[src/hw/rtl/lcg_pkg.sv]
package lcg_pkg;

	// Counts cover the full parameter range (list and choose sizes up to 64).
	localparam int CNT_W = 7;
	localparam int REG_W = 5;
	localparam int VAL_W = 32;
	localparam int POS_W = 4;

	typedef logic [CNT_W-1:0] cnt_t;
	typedef logic [REG_W-1:0] reg_t;

	localparam logic CMD_LOAD = 1'b0;
	localparam logic CMD_NEXT = 1'b1;

	localparam logic REG_LIST_LEN = 1'b0;
	localparam logic REG_CHOOSE   = 1'b1;

	typedef enum logic [2:0] {
		OP_HOLD,
		OP_INIT,
		OP_START,
		OP_SEEK,
		OP_FILL,
		OP_ROT
	} cell_op_t;

	typedef struct packed {
		cell_op_t op;
		cnt_t     k;
		cnt_t     limit;
	} cell_ctl_t;

	typedef struct packed {
		logic hit;
		logic miss;
		logic busy;
	} cell_stat_t;

endpackage

[src/hw/rtl/lcg_ram.sv]
module lcg_ram #(
	parameter int WIDTH = 32,
	parameter int DEPTH = 16
) (
	input  logic                                       clk,
	input  logic                                       we,
	input  logic [((DEPTH > 1) ? $clog2(DEPTH) : 1)-1:0] waddr,
	input  logic [WIDTH-1:0]                           wdata,
	input  logic [((DEPTH > 1) ? $clog2(DEPTH) : 1)-1:0] raddr,
	output logic [WIDTH-1:0]                           rdata
);

	logic [WIDTH-1:0] mem_q [DEPTH];
	logic [WIDTH-1:0] rdata_q;

	always_ff @(posedge clk) begin
		if (we) begin
			mem_q[waddr] <= wdata;
		end
		rdata_q <= mem_q[raddr];
	end

	assign rdata = rdata_q;

endmodule

[src/hw/rtl/lcg_cell.sv]
module lcg_cell
	import lcg_pkg::*;
#(
	parameter int IDX    = 0,
	parameter int SLOT_W = 4
) (
	input  logic              clk,
	input  logic              arst_n,
	input  cell_ctl_t         ctl,
	input  logic [SLOT_W-1:0] head_slot,
	input  logic [SLOT_W-1:0] right_slot,
	input  logic [SLOT_W-1:0] left_slot,
	input  logic              seek_in,
	input  logic              fill_in,
	output logic [SLOT_W-1:0] slot,
	output logic [SLOT_W-1:0] slot_next,
	output logic              seek_out,
	output logic              fill_out,
	output cell_stat_t        stat
);

	localparam cnt_t POS   = CNT_W'(IDX);
	localparam bit   FIRST = (IDX == 0);

	logic [SLOT_W-1:0] slot_q, slot_d;
	logic              seek_q, seek_d;
	logic              fill_q, fill_d;
	logic              act, is_last, at_max;

	assign act     = POS < ctl.k;
	assign is_last = (POS + CNT_W'(1)) == ctl.k;
	// slot already at its highest legal value for this position
	assign at_max  = CNT_W'(slot_q) == (ctl.limit + POS);

	always_comb begin
		slot_d    = slot_q;
		seek_d    = seek_q;
		fill_d    = fill_q;
		seek_out  = 1'b0;
		fill_out  = 1'b0;
		stat.hit  = 1'b0;
		stat.miss = 1'b0;
		stat.busy = fill_q;
		unique case (ctl.op)
			OP_HOLD: begin
			end
			OP_INIT: begin
				slot_d = SLOT_W'(IDX);
				seek_d = 1'b0;
				fill_d = 1'b0;
			end
			OP_START: begin
				seek_d = is_last;
				fill_d = 1'b0;
			end
			OP_SEEK: begin
				seek_d = seek_in;
				fill_d = fill_in;
				if (seek_q) begin
					if (!at_max) begin
						slot_d   = slot_q + SLOT_W'(1);
						stat.hit = 1'b1;
						fill_out = !is_last;
					end else if (FIRST) begin
						stat.miss = 1'b1;
					end else begin
						seek_out = 1'b1;
					end
				end
			end
			OP_FILL: begin
				fill_d = fill_in;
				if (fill_q) begin
					slot_d   = left_slot + SLOT_W'(1);
					fill_out = !is_last;
				end
			end
			OP_ROT: begin
				if (act) begin
					slot_d = is_last ? head_slot : right_slot;
				end
			end
			default: begin
			end
		endcase
	end

	always_ff @(posedge clk or negedge arst_n) begin
		if (!arst_n) begin
			slot_q <= '0;
			seek_q <= 1'b0;
			fill_q <= 1'b0;
		end else begin
			slot_q <= slot_d;
			seek_q <= seek_d;
			fill_q <= fill_d;
		end
	end

	assign slot      = slot_q;
	assign slot_next = slot_d;

endmodule

[src/hw/rtl/lex_combination_generator_top.sv]
// Lexicographic k-combination generator. Load requests (command 0) write one list slot and
// restart the enumeration; next requests (command 1) return the k elements of the following
// combination, lowest slot first, with last set on the final one, or a single exhausted
// result (found 0) once none remain; with k of 0 the first next request returns one empty
// combination. n and k are to be set through the register port only while the block is idle;
// the block does not enforce this. The current combination lives in a row of MAX_CHOOSE
// cells, one slot index per cell. For a later next request, a search token walks left one
// cell per cycle from the last cell to the leftmost position that changes, a refill token
// then walks right one cell per cycle, and the elements then leave one per cycle, while the
// output is not stalled, through the single read port of the list memory.
module lex_combination_generator_top
	import lcg_pkg::*;
#(
	parameter int MAX_LIST   = 16,
	parameter int MAX_CHOOSE = 16
) (
	input  logic               clk,
	input  logic               arst_n,
	input  logic               psel,
	input  logic               penable,
	input  logic               pwrite,
	input  logic [2:0]         paddr,
	input  logic [31:0]        pwdata,
	output logic [31:0]        prdata,
	output logic               pready,
	input  logic               in_valid,
	output logic               in_stall,
	input  logic               command,
	input  logic [3:0]         load_index,
	input  logic signed [31:0] load_value,
	output logic               out_valid,
	input  logic               out_stall,
	output logic signed [31:0] elem_value,
	output logic [3:0]         elem_position,
	output logic               found,
	output logic               empty_comb,
	output logic               last
);

	localparam int SLOT_W = (MAX_LIST > 1) ? $clog2(MAX_LIST) : 1;

	typedef enum logic [2:0] {
		S_IDLE,
		S_SEEK,
		S_FILL,
		S_EMIT,
		S_ONE
	} state_t;

	state_t            state_q;
	reg_t              n_q, k_q;
	logic              started_q, exhausted_q;
	logic              one_found_q, one_empty_q;
	cnt_t              cnt_q;
	logic              out_valid_q;
	logic [VAL_W-1:0]  elem_value_q;
	logic [POS_W-1:0]  elem_position_q;
	logic              found_q, empty_comb_q, last_q;

	cnt_t              n_eff, k_eff;
	logic              k_gt_n;
	logic              cfg_wr, in_take, out_load, ram_we;
	logic [VAL_W-1:0]  rd_data;
	cell_ctl_t         ctl;

	logic [SLOT_W-1:0] slot_w      [MAX_CHOOSE];
	logic [SLOT_W-1:0] slot_next_w [MAX_CHOOSE];
	logic              seek_w      [MAX_CHOOSE];
	logic              fill_w      [MAX_CHOOSE];
	cell_stat_t        stat_w      [MAX_CHOOSE];
	logic [MAX_CHOOSE-1:0] hit_v, miss_v, busy_v;
	logic              hit_any, miss_any, fill_any;

	assign n_eff  = (CNT_W'(n_q) > CNT_W'(MAX_LIST)) ? CNT_W'(MAX_LIST) : CNT_W'(n_q);
	assign k_eff  = (CNT_W'(k_q) > CNT_W'(MAX_CHOOSE)) ? CNT_W'(MAX_CHOOSE) : CNT_W'(k_q);
	assign k_gt_n = k_eff > n_eff;

	assign pready   = 1'b1;
	assign cfg_wr   = psel & penable & pwrite;
	assign in_stall = state_q != S_IDLE;
	assign in_take  = in_valid && (state_q == S_IDLE);
	assign out_load = !out_valid_q || !out_stall;
	assign ram_we   = in_take && (command == CMD_LOAD) && (32'(load_index) < MAX_LIST);

	always_comb begin
		unique case (paddr[2])
			REG_LIST_LEN: prdata = 32'(n_q);
			REG_CHOOSE:   prdata = 32'(k_q);
			default:      prdata = '0;
		endcase
	end

	always_comb begin
		ctl.k     = k_eff;
		ctl.limit = n_eff - k_eff;
		ctl.op    = OP_HOLD;
		unique case (state_q)
			S_IDLE: begin
				if (in_take && (command == CMD_NEXT) && !exhausted_q) begin
					if (!started_q) begin
						if (!k_gt_n) begin
							ctl.op = OP_INIT;
						end
					end else if ((k_eff != '0) && !k_gt_n) begin
						ctl.op = OP_START;
					end
				end
			end
			S_SEEK: ctl.op = OP_SEEK;
			S_FILL: ctl.op = fill_any ? OP_FILL : OP_HOLD;
			S_EMIT: ctl.op = out_load ? OP_ROT : OP_HOLD;
			S_ONE:  ctl.op = OP_HOLD;
			default: ctl.op = OP_HOLD;
		endcase
	end

	for (genvar gi = 0; gi < MAX_CHOOSE; gi++) begin : g_cell
		logic [SLOT_W-1:0] right_slot, left_slot;
		logic              seek_in, fill_in;

		if (gi == MAX_CHOOSE - 1) begin : g_tail
			assign right_slot = '0;
			assign seek_in    = 1'b0;
		end else begin : g_body
			assign right_slot = slot_w[gi+1];
			assign seek_in    = seek_w[gi+1];
		end

		if (gi == 0) begin : g_head
			assign left_slot = '0;
			assign fill_in   = 1'b0;
		end else begin : g_rest
			assign left_slot = slot_w[gi-1];
			assign fill_in   = fill_w[gi-1];
		end

		lcg_cell #(
			.IDX    (gi),
			.SLOT_W (SLOT_W)
		) u_cell (
			.clk        (clk),
			.arst_n     (arst_n),
			.ctl        (ctl),
			.head_slot  (slot_w[0]),
			.right_slot (right_slot),
			.left_slot  (left_slot),
			.seek_in    (seek_in),
			.fill_in    (fill_in),
			.slot       (slot_w[gi]),
			.slot_next  (slot_next_w[gi]),
			.seek_out   (seek_w[gi]),
			.fill_out   (fill_w[gi]),
			.stat       (stat_w[gi])
		);

		assign hit_v[gi]  = stat_w[gi].hit;
		assign miss_v[gi] = stat_w[gi].miss;
		assign busy_v[gi] = stat_w[gi].busy;
	end

	assign hit_any  = |hit_v;
	assign miss_any = |miss_v;
	assign fill_any = |busy_v;

	// read address follows the head cell's next slot so data lines up with the head
	lcg_ram #(
		.WIDTH (VAL_W),
		.DEPTH (MAX_LIST)
	) u_list (
		.clk   (clk),
		.we    (ram_we),
		.waddr (SLOT_W'(load_index)),
		.wdata (load_value),
		.raddr (slot_next_w[0]),
		.rdata (rd_data)
	);

	always_ff @(posedge clk or negedge arst_n) begin
		if (!arst_n) begin
			state_q         <= S_IDLE;
			n_q             <= '0;
			k_q             <= '0;
			started_q       <= 1'b0;
			exhausted_q     <= 1'b0;
			one_found_q     <= 1'b0;
			one_empty_q     <= 1'b0;
			cnt_q           <= '0;
			out_valid_q     <= 1'b0;
			elem_value_q    <= '0;
			elem_position_q <= '0;
			found_q         <= 1'b0;
			empty_comb_q    <= 1'b0;
			last_q          <= 1'b0;
		end else begin
			if (cfg_wr) begin
				unique case (paddr[2])
					REG_LIST_LEN: n_q <= pwdata[REG_W-1:0];
					REG_CHOOSE:   k_q <= pwdata[REG_W-1:0];
					default: begin
					end
				endcase
				started_q   <= 1'b0;
				exhausted_q <= 1'b0;
			end

			if (out_valid_q && !out_stall) begin
				out_valid_q <= 1'b0;
			end

			unique case (state_q)
				S_IDLE: begin
					if (in_take) begin
						if (command == CMD_LOAD) begin
							started_q   <= 1'b0;
							exhausted_q <= 1'b0;
						end else if (exhausted_q) begin
							one_found_q <= 1'b0;
							one_empty_q <= 1'b0;
							state_q     <= S_ONE;
						end else if (!started_q) begin
							started_q <= 1'b1;
							if (k_gt_n) begin
								exhausted_q <= 1'b1;
								one_found_q <= 1'b0;
								one_empty_q <= 1'b0;
								state_q     <= S_ONE;
							end else if (k_eff == '0) begin
								one_found_q <= 1'b1;
								one_empty_q <= 1'b1;
								state_q     <= S_ONE;
							end else begin
								cnt_q   <= k_eff;
								state_q <= S_EMIT;
							end
						end else if ((k_eff == '0) || k_gt_n) begin
							exhausted_q <= 1'b1;
							one_found_q <= 1'b0;
							one_empty_q <= 1'b0;
							state_q     <= S_ONE;
						end else begin
							state_q <= S_SEEK;
						end
					end
				end
				S_SEEK: begin
					if (miss_any) begin
						exhausted_q <= 1'b1;
						one_found_q <= 1'b0;
						one_empty_q <= 1'b0;
						state_q     <= S_ONE;
					end else if (hit_any) begin
						state_q <= S_FILL;
					end
				end
				S_FILL: begin
					if (!fill_any) begin
						cnt_q   <= k_eff;
						state_q <= S_EMIT;
					end
				end
				S_EMIT: begin
					if (out_load) begin
						out_valid_q     <= 1'b1;
						elem_value_q    <= rd_data;
						elem_position_q <= POS_W'(slot_w[0]);
						found_q         <= 1'b1;
						empty_comb_q    <= 1'b0;
						last_q          <= cnt_q == CNT_W'(1);
						cnt_q           <= cnt_q - CNT_W'(1);
						if (cnt_q == CNT_W'(1)) begin
							state_q <= S_IDLE;
						end
					end
				end
				S_ONE: begin
					if (out_load) begin
						out_valid_q     <= 1'b1;
						elem_value_q    <= '0;
						elem_position_q <= '0;
						found_q         <= one_found_q;
						empty_comb_q    <= one_empty_q;
						last_q          <= 1'b1;
						state_q         <= S_IDLE;
					end
				end
				default: state_q <= S_IDLE;
			endcase
		end
	end

	assign out_valid     = out_valid_q;
	assign elem_value    = elem_value_q;
	assign elem_position = elem_position_q;
	assign found         = found_q;
	assign empty_comb    = empty_comb_q;
	assign last          = last_q;

endmodule

[config.mk]
export PLATFORM = sky130hd
export DESIGN_NAME = lex_combination_generator_top
export DESIGN_NICKNAME = d
export VERILOG_FILES = /design/src/hw/rtl/lcg_pkg.sv /design/src/hw/rtl/lcg_ram.sv /design/src/hw/rtl/lcg_cell.sv /design/src/hw/rtl/lex_combination_generator_top.sv
export SDC_FILE = /design/constraint.sdc
export NUM_CORES = 1
export LEC_CHECK = 0
export BUFFER_PORTS_ARGS = -buffer_cell sky130_fd_sc_hd__buf_2
export CAP_MARGIN = 10
export CORE_ASPECT_RATIO = 0.5
export CORE_UTILIZATION = 40
export CTS_CLUSTER_SIZE = 30
export DETAILED_ROUTE_END_ITERATION = 6
export SLEW_MARGIN = 10
export SYNTH_ARGS = -nofsm -noshare
export SYNTH_HDL_FRONTEND = slang
export SYNTH_HIERARCHICAL = 1
export SYNTH_SLANG_ARGS = --single-unit
[constraint.sdc]
create_clock -name clk -period 9.3 [get_ports clk]
set_input_delay 0.465 -clock clk [delete_from_list [all_inputs] [get_ports clk]]
set_output_delay 0.465 -clock clk [all_outputs]
set_load 0.01 [all_outputs]
# --- Word level (Yosys, flattened, before mapping) ---
# Memories as Yosys holds them, arrays and structs flattened. A register that Yosys moved wholly into a read port is not among the register bits.
# Index checks and enable logic that the tools add are counted.
op_classes:
  addsub: 33
  magnitude_cmp: 19
  n_eq_ne: 116
  muxes: 339
  n_bitwise: 4
  n_reduce_logical: 65
ops:
  columns: ["operator", "n"]
  rows:
  - ["4-bit two-way mux", 81]
  - ["4-bit case mux with 4 select lines", 15]
  - ["1-bit two-way mux", 168]
  - ["32-bit case mux with 2 select lines", 2]
  - ["4-bit by 7-bit == test with 1-bit output", 16]
  - ["2-bit by 1-bit inequality test with 1-bit output, second input constant", 46]
  - ["5-bit AND reduction", 15]
  - ["4-bit by 1-bit adder with 4-bit output, second input constant", 16]
  - ["32-bit two-way mux", 2]
  - ["6-bit by 5-bit adder with 7-bit output, second input constant", 8]
  - ["7-bit two-way mux", 8]
  - ["3-bit two-way mux", 17]
  - ["2-bit inequality test, second input constant", 25]
  - ["1-bit case mux with 3 select lines", 15]
  - ["1-bit case mux with 2 select lines", 21]
  - ["4-bit by 5-bit == test with 1-bit output, first input constant", 8]
  - ["4-bit by 5-bit < comparator with 1-bit output, first input constant", 8]
  - ["6-bit by 4-bit adder with 7-bit output, second input constant", 4]
  - ["7-bit case mux with 3 select lines", 1]
  - ["3-bit by 5-bit == test with 1-bit output, first input constant", 4]
  - ["3-bit by 5-bit < comparator with 1-bit output, first input constant", 4]
  - ["1-bit zero test", 19]
  - ["16-bit OR reduction", 1]
  - ["3-bit case mux with 5 select lines", 1]
  - ["40 further kinds", 71]
totals:
  ff_bits: 158
  mem_bits_rw: 512
  inputBits: 79
  out_inout_bits: 74
  elab_cells: 637
  n_memories: 1
mem_list:
  columns: ["name", "words", "width", "rd", "rd_clocked_by_memory_dff", "wr", "line_no", "text"]
  rows:
  - ["u_list.mem_q", 16, 32, 1, 1, 1, "lcg_ram.sv:13", "logic [WIDTH-1:0] mem_q [DEPTH];"]

# --- Longest topological paths before layout ---
# Gate-level depths: netlist of run 1.
logic_depth:
  depth_word: 15
  mapped_depth: 19
  depth_no_buf: 18

# --- Hierarchy ---
# The synthesis of run 1 kept the hierarchy.
by_module_without_submodules:
  columns: ["mod", "n_inst", "cells_per_inst", "area_per_inst_um2", "seq_area_each_um2"]
  rows:
  - ["lcg_ram", 1, 838, 19835.3, 16015.4]
  - ["lex_combination_generator_top", 1, 333, 3415.8, 1576.5]
  - ["lcg_cell at g_cell[5].u_cell", 1, 136, 963.4, 150.1]
  - ["lcg_cell at g_cell[2].u_cell", 1, 118, 952.2, 150.1]
  - ["lcg_cell at g_cell[7].u_cell", 1, 117, 947.2, 150.1]
  - ["lcg_cell at g_cell[14].u_cell", 1, 121, 907.1, 150.1]
  - ["lcg_cell at g_cell[1].u_cell", 1, 119, 892.1, 150.1]
  - ["lcg_cell at g_cell[3].u_cell", 1, 121, 890.9, 150.1]
  - ["lcg_cell at g_cell[10].u_cell", 1, 117, 882.1, 150.1]
  - ["lcg_cell at g_cell[15].u_cell", 1, 112, 878.3, 150.1]
  - ["lcg_cell at g_cell[9].u_cell", 1, 110, 878.3, 150.1]
  - ["lcg_cell at g_cell[8].u_cell", 1, 108, 868.3, 150.1]
  - ["lcg_cell at g_cell[6].u_cell", 1, 110, 853.3, 150.1]
  - ["lcg_cell at g_cell[11].u_cell", 1, 112, 852.1, 150.1]
  - ["+4 rows", null, null, null, null]

# --- Least setup slack after synthesis of run 1 ---
# No wires, ideal clock.
synth_path:
  kind: "flip-flop to flip-flop"
  startpoint: "register k_q[4]"
  endpoint: "register one_empty_q"
  setup_time_ps: 121
  arrival_time_ps: 7388
  t_required_ps: 9179
  slack_ps: 1791
  path_stages_with_launch: 20
  path_buffers: 1
  period_less_slack_ps: 7509
  path_cell_list: "dfrtp_1 and2b_2 ha_1 inv_1 a21o_1 a21oi_1 o21bai_1 a21oi_1 nor2b_1 a2111oi_2 o2111ai_1 or4_1 buf_2 nand3_2 inv_2 nor4_1 nand4_1 o2111a_1 nor2b_1 a22o_1"
synth_lines:
  columns: ["element", "line_no", "text"]
  rows:
  - ["start: declaration", "lex_combination_generator_top.sv:51", "reg_t n_q, k_q;"]
  - ["start signal: assignment", "lex_combination_generator_top.sv:198", "REG_CHOOSE: k_q <= pwdata[REG_W-1:0];"]
  - ["end signal: assignment", "lex_combination_generator_top.sv:186", "one_empty_q <= 1'b0;"]
  - ["end signal: assignment", "lex_combination_generator_top.sv:218", "one_empty_q <= 1'b0;"]
  - ["end signal: assignment", "lex_combination_generator_top.sv:225", "one_empty_q <= 1'b0;"]
  - ["end: declaration", "lex_combination_generator_top.sv:53", "logic one_found_q, one_empty_q;"]

==> summary.txt, run 1 <==
CP Data Required Time = 9820 ps
Via count = 25700
Inst Count DP = 4279
Die Y = 218 µm
Cells after Synth = 2990
Most frequent cells in the layout = edfxtp_1, nand2_1, dfrtp_1, nor2_1, o21ai_0
First-pass GRT wire length = 148000 µm
Cell row count = 78
Max-slew violation count = 0
Leakage = 0.0145 µW
Worst Hold Slack = -51.2 ps
Max-Cap Viols = 0
Worst VDD drop = 0.329 mV
Signal arrival time at the worst endpoint = 7290 ps
CP startpoint kind = flop
Fin Setup TNS = 0 ps
H-tree levels = 3
Pwr Density = 308 nW/µm²
Clock Sink Count = 703
P&R area growth vs syn = 11.5%
Min-delay worst type = input port to asynchronous set/reset pin
RSZ-0062 raised after global routing = no
Crit-path slowest cell = nor4_1
Gr usage total = 0.204
CP Buf/Inv Count = 2
Vias in the first global route = 24800
Fin cells = 4405
Synth warn = 6
TritonRoute pass-1 iters = 7
Crit Path Class = flop to flop
Fmax = 148 MHz
PortBufs = 95
Fin crit share = 0.727
Hold Fails Final Rpt = 19
Vias per cell = 5.83
TritonCTS Buffers = 69
DRT antenna net count = 0
Cell area after synthesis = 37200 µm²
Core ar. = 91300 µm²
Starting Density = 0.407
Cell repeated most along the worst path = nor2b_1
Pwr Total = 12800 µW
DIE AREA = 94300 µm²
Largest net degree at the start of global routing = 134
Die Wd = 433 µm
TritonCTS clock tree = built
Final Skew = 34.9 ps
Failing checks = negative hold slack
Initial DRC Count = 2117
CTS resizes = 0
Min cycle time layout = 6760 ps
Worst slew margin = 0.263
Post-CTS Repair Setup Buffers = 0
Final Setup Violations = 0
DRC = 0
Avg Synthesized Cell Area = 12.4 µm²
Share of cells above drive strength 1 = 0.183
# nets final = 3244
Root buffer cell = clkbuf_16
GRT overflow = 0
Clock Pin Slew Worst Setup and Hold Paths = 60 ps
Worst path cell trace = and2b_2 > ha_1 > fa_1 > nor2b_1 > o21ai_0 > a21oi_4 > buf_4 > nor2b_1 > o21ai_0 > o2111ai_1 > or4_1 > nand3_2 > inv_2 > nor4_1 > nand4_1 > o2111a_1 > nor2b_1 > a22o_1
Clock insertion delay at the later pin of the skew report = 640 ps
IO Pins = 153
Drt total wl = 97300 µm
Commonest non-fill, non-tap cell in the layout = edfxtp_1
DR WL/cell = 22.1 µm
Maximum fanout along the worst path = 31
Top delay family on crit path = simple AND/OR/NAND/NOR gates
Outcome = finished, violations left
Antenna cells = 0
R2R Setup Slk = 2540 ps
Crit end category = flop
Initial antenna violation count = 2
Worst-Margin Slew = 1100 ps
Max Root-Sink Buffers = 3
Hpwl dp = 55100 µm
GPL Wtd Cong = 0.853
Hold_buf cts = 0
Max incr delay on CP = 720 ps
## metal layers
layer,vias up,GRT usage,wire length (µm)
li1,11800,-,-
met1,12900,0.272,41800
met2,801,0.343,47400
met3,158,0.0356,5660
met4,0,0.0564,2390
met5,-,0,0
## power by group
part,total [µW],internal [µW],switching (µW)
Combinational,5650,2350,3300
Sequential,4190,3700,497
Clock,2930,1680,1250
## path summary, 6_finish.rpt
kind	depth (start not counted)	startpoint	endpoint
max in group asynchronous	2	arst_n	k_q[4]$_DFFE_PN0P_
max reg2reg	18	k_q[4]$_DFFE_PN0P_	one_empty_q$_DFFE_PN0P_
min reg2reg	1	u_list/rdata[18]$_DFF_P_	elem_value[18]$_DFFE_PN0P_
min in group clk	2	pwdata[4]	n_q[4]$_DFFE_PN0P_
min	1	arst_n	elem_value[0]$_DFFE_PN0P_
max	18	k_q[4]$_DFFE_PN0P_	one_empty_q$_DFFE_PN0P_
## flip-flops by register name, indices dropped and copies added, names as in the netlist
register,cells
last,1
exhausted_q,1
cnt_q,7
empty_comb,1
k_q,5
g_cell.u_cell/fill_q,16
state_q,3
found,1
g_cell.u_cell/slot,64
one_empty_q,1
elem_value,32
elem_position,4
u_list/mem_q,512
out_valid,1
g_cell.u_cell/seek_q,16
n_q,5
started_q,1
u_list/rdata,32
## through the flow
stage | worst slack (ps) | util | hold slack, ps | instance area, µm²
floorplan | 1790 | - | 169 | 37600
global placement | 2680 | 0.428 | 437 | 39100
detailed placement | 2620 | 0.428 | 441 | 39100
CTS | 2640 | 0.454 | 1.28 | 41500
global route | 2160 | 0.454 | 27.6 | 41500
finish | 2540 | 0.454 | -51.2 | 41500
## area by class of cell
type                            instances  area (µm²)
Tap cell                             1240        1550
Fill cell                            8213       49900
Multi-Input combinational cell       2096       16300
Clock buffer                           88        1890
Inverter                               97         364
Clock inverter                         38         464
Timing Repair Buffer                  143         882
Sequential cell                       703       20000
Note: power is estimated with default switching activity, not from simulation.
==> run 2, diff against run 1 <==
Clock period 9.3 ns to 5.6 ns, I/O delays scaled along.
==> summary.txt, run 2 (synthesis gave the netlist of run 1 again) <==
Gr usage total = 0.211 (+0.00675)
Hpwl dp = 58000 µm (+5.2%)
Clk network pwr share = 0.225 (-0.005)
Min cycle time layout = 5470 ps (-1300 ps)
Inst Count DP = 4293 (+0.33%)
Max-Cap Viols = 0 (unchanged)
Vias per cell = 5.80 (-0.53%)
Worst R2R Start = n_q[4]$_DFFE_PN0P_
Worst-case reg-to-reg path depth = 17 (-1)
Switching share of power = 0.397 (+0.00214)
Worst slew margin = 0.232 (-0.0313)
Via count = 25900 (+0.91%)
Comb power frac = 0.450 (+0.008)
Pwr Density = 509 nW/µm² (+65%)
DRT antenna net count = 0 (unchanged)
Grt met2 use = 0.352 (+0.00942)
Vias in the first global route = 25400 (+2.5%)
H-tree levels = 3 (unchanged)
Clock Sink Count = 703 (unchanged)
CP startpoint kind = flop
TritonCTS Buffers = 71 (+2.9%)
Worst-Margin Slew = 1150 ps (+47.0 ps)
Share of power burned in registers = 0.325 (-0.003)
Top delay family on crit path = simple AND/OR/NAND/NOR gates
Most frequent cells in the layout = edfxtp_1, nand2_1, dfrtp_1, nor2_1, o21ai_0
Commonest non-fill, non-tap cell in the layout = edfxtp_1
Leakage = 0.0148 µW (+2.0%)
# fillers = 8197 (-0.19%)
R2R Setup Slk = 130 ps (-2400 ps)
GRT overflow = 0 (unchanged)
Fin crit share = 0.976 (+0.249)
Maximum fanout along the worst path = 11 (-65%)
Core ar. = 91300 µm² (unchanged)
Die Y = 218 µm (unchanged)
Final Util = 0.462 (+0.00800)
Gr busiest metal = met2
Hold Fails Final Rpt = 0 (-19)
Initial antenna violation count = 1 (-1)
P&R area growth vs syn = 13.5%
Starting Density = 0.407 (unchanged)
Crit Path Class = flop to flop
Cell row count = 78 (unchanged)
Final WS setup = 132 ps (-2400 ps)
# nets final = 3304 (+1.8%)
DIE AREA = 94300 µm² (unchanged)
First-pass GRT wire length = 153000 µm (+3.3%)
Largest reg by FF count = u_list/mem_q
Initial DRC Count = 2382 (+13%)
Global Route met3 Usage = 0.0338 (-0.00178)
Pwr Total = 21500 µW (+68%)
Die Wd = 433 µm (unchanged)
CP Buf/Inv Count = 1 (-1)
Root buffer cell = clkbuf_16
Max-slew violation count = 0 (unchanged)
Signal arrival time at the worst endpoint = 6020 ps (-1270 ps)
Met1 Use GR = 0.282 (+0.0100)
Max Root-Sink Buffers = 3 (unchanged)
Fin Setup TNS = 0 ps (unchanged)
Final Skew = 26.5 ps (-8.41 ps)
Crit-path slowest cell = nor4_1
DRC = 0 (unchanged)
Max reg flops = 512 (unchanged)
Clock Pin Slew Worst Setup and Hold Paths = 60 ps (about the same)
IO Pins = 153 (unchanged)
TritonRoute pass-1 iters = 7 (unchanged)
Antenna cells = 0 (unchanged)
Crit end category = flop
Min-delay worst type = input port to asynchronous set/reset pin
Outcome = complete, no violations
GPL Wtd Cong = 0.883 (+3.5%)
TritonCTS clock tree = built
Reg2reg end = one_empty_q$_DFFE_PN0P_
Largest net degree at the start of global routing = 127 (-5.2%)
DR WL/cell = 22.3 µm (+0.79%)
Share of cells above drive strength 1 = 0.185 (+0.00195)
Setup WS pre-CTS = 341 ps (-2280 ps)
PortBufs = 95 (unchanged)
Switch Pwr = 8530 µW (+69%)
Fin cells = 4469 (+1.5%)
Drt total wl = 99500 µm (+2.3%)
RSZ-0062 raised after global routing = no
Final Setup Violations = 0 (unchanged)
Clock insertion delay at the later pin of the skew report = 660 ps (+20 ps)
Max incr delay on CP = 730 ps (about the same)
Internal = 12900 µW (+67%)
Cell repeated most along the worst path = nor2b_1
Worst path cell trace = nand2b_1 > ha_1 > fa_2 > nor2b_1 > o21ai_0 > a21oi_4 > nor2b_1 > o21ai_0 > o2111ai_1 > or4_1 > nand3_2 > inv_2 > nor4_1 > nand4_1 > o2111a_1 > nor2b_1 > a22o_1
Fmax = 183 MHz (+24%)
CP Data Required Time = 6150 ps (-3670 ps)
Worst VDD drop = 0.508 mV (+55%)
run 2: cell types whose count changed in the layout (fill, tap and decap cells not counted), sizes merged:
cell,delta
clkinv,+3
bufinv,-5
dlygate4sd3,+44
clkbuf,+7
buf,+14
clkinvlp,+1
run 2: cell type report:
cell class	instances	area [µm²]	area share
flip-flops and latches	703	20000	0.474
multi-input cells	2096	16400	0.388
clock buffers	95	1980	0.0469
repair buffers	201	1590	0.0377
well taps	1240	1550	0.0367
inverters	97	368	0.00871
clock inverters	37	367	0.00868
run 2: worst register-to-register path, stage by stage, from the launching register on:
cell	delay, ps
dfrtp_1	440
nand2b_1	170
ha_1	220
fa_2	420
nor2b_1	230
o21ai_0	180
a21oi_4	430
nor2b_1	140
o21ai_0	260
o2111ai_1	150
or4_1	670
nand3_2	150
inv_2	50
nor4_1	730
nand4_1	360
o2111a_1	400
nor2b_1	150
a22o_1	210
run 2: worst max path at each step:
| stage | slack [ps] | cells past startpoint | to | start |
|---|---|---|---|---|
| floorplan | -2 | 17 | u_list/rdata[10]$_DFF_P_ | k_q[4]$_DFFE_PN0P_ |
| global placement | 370 | 17 | one_empty_q$_DFFE_PN0P_ | n_q[4]$_DFFE_PN0P_ |
| detailed placement | 340 | 17 | one_empty_q$_DFFE_PN0P_ | n_q[4]$_DFFE_PN0P_ |
| CTS | 310 | 17 | one_empty_q$_DFFE_PN0P_ | n_q[4]$_DFFE_PN0P_ |
| global route | 90 | 17 | one_empty_q$_DFFE_PN0P_ | n_q[4]$_DFFE_PN0P_ |
| finish | 130 | 17 | one_empty_q$_DFFE_PN0P_ | n_q[4]$_DFFE_PN0P_ |
run 2: power groups by stage:
stage	clock (µW)	combinational, µW	sequential [µW]
CTS	4940	9660	7000
global placement	0	9440	7090
global route	5130	10500	7070
detailed placement	0	9580	7100
floorplan	0	7260	6820
finish	4830	9660	6990
run 2: routing by layer:
metal  wire [µm]  share of wire  up-vias
met4        2520          0.025        2
li1            -              -    11900
met3        5160          0.052      154
met2       48300           0.49      757
met5          13        0.00013        -
met1       43500           0.44    13100
run 2: repair_timing:
item | in CTS | in global routing
endpoints found under the hold margin | 553 | 0
buffers inserted | 0 | 0
gates resized for setup | 0 | 0
hold buffers | 44 | 0
run 2: stage by stage:
step	area (µm²)	hold WS, ps
final	42200	90.3
after global routing	42200	102
after CTS	42200	76.9
after detailed placement	39400	223
after global placement	39400	219
after floorplan	37700	-15.6
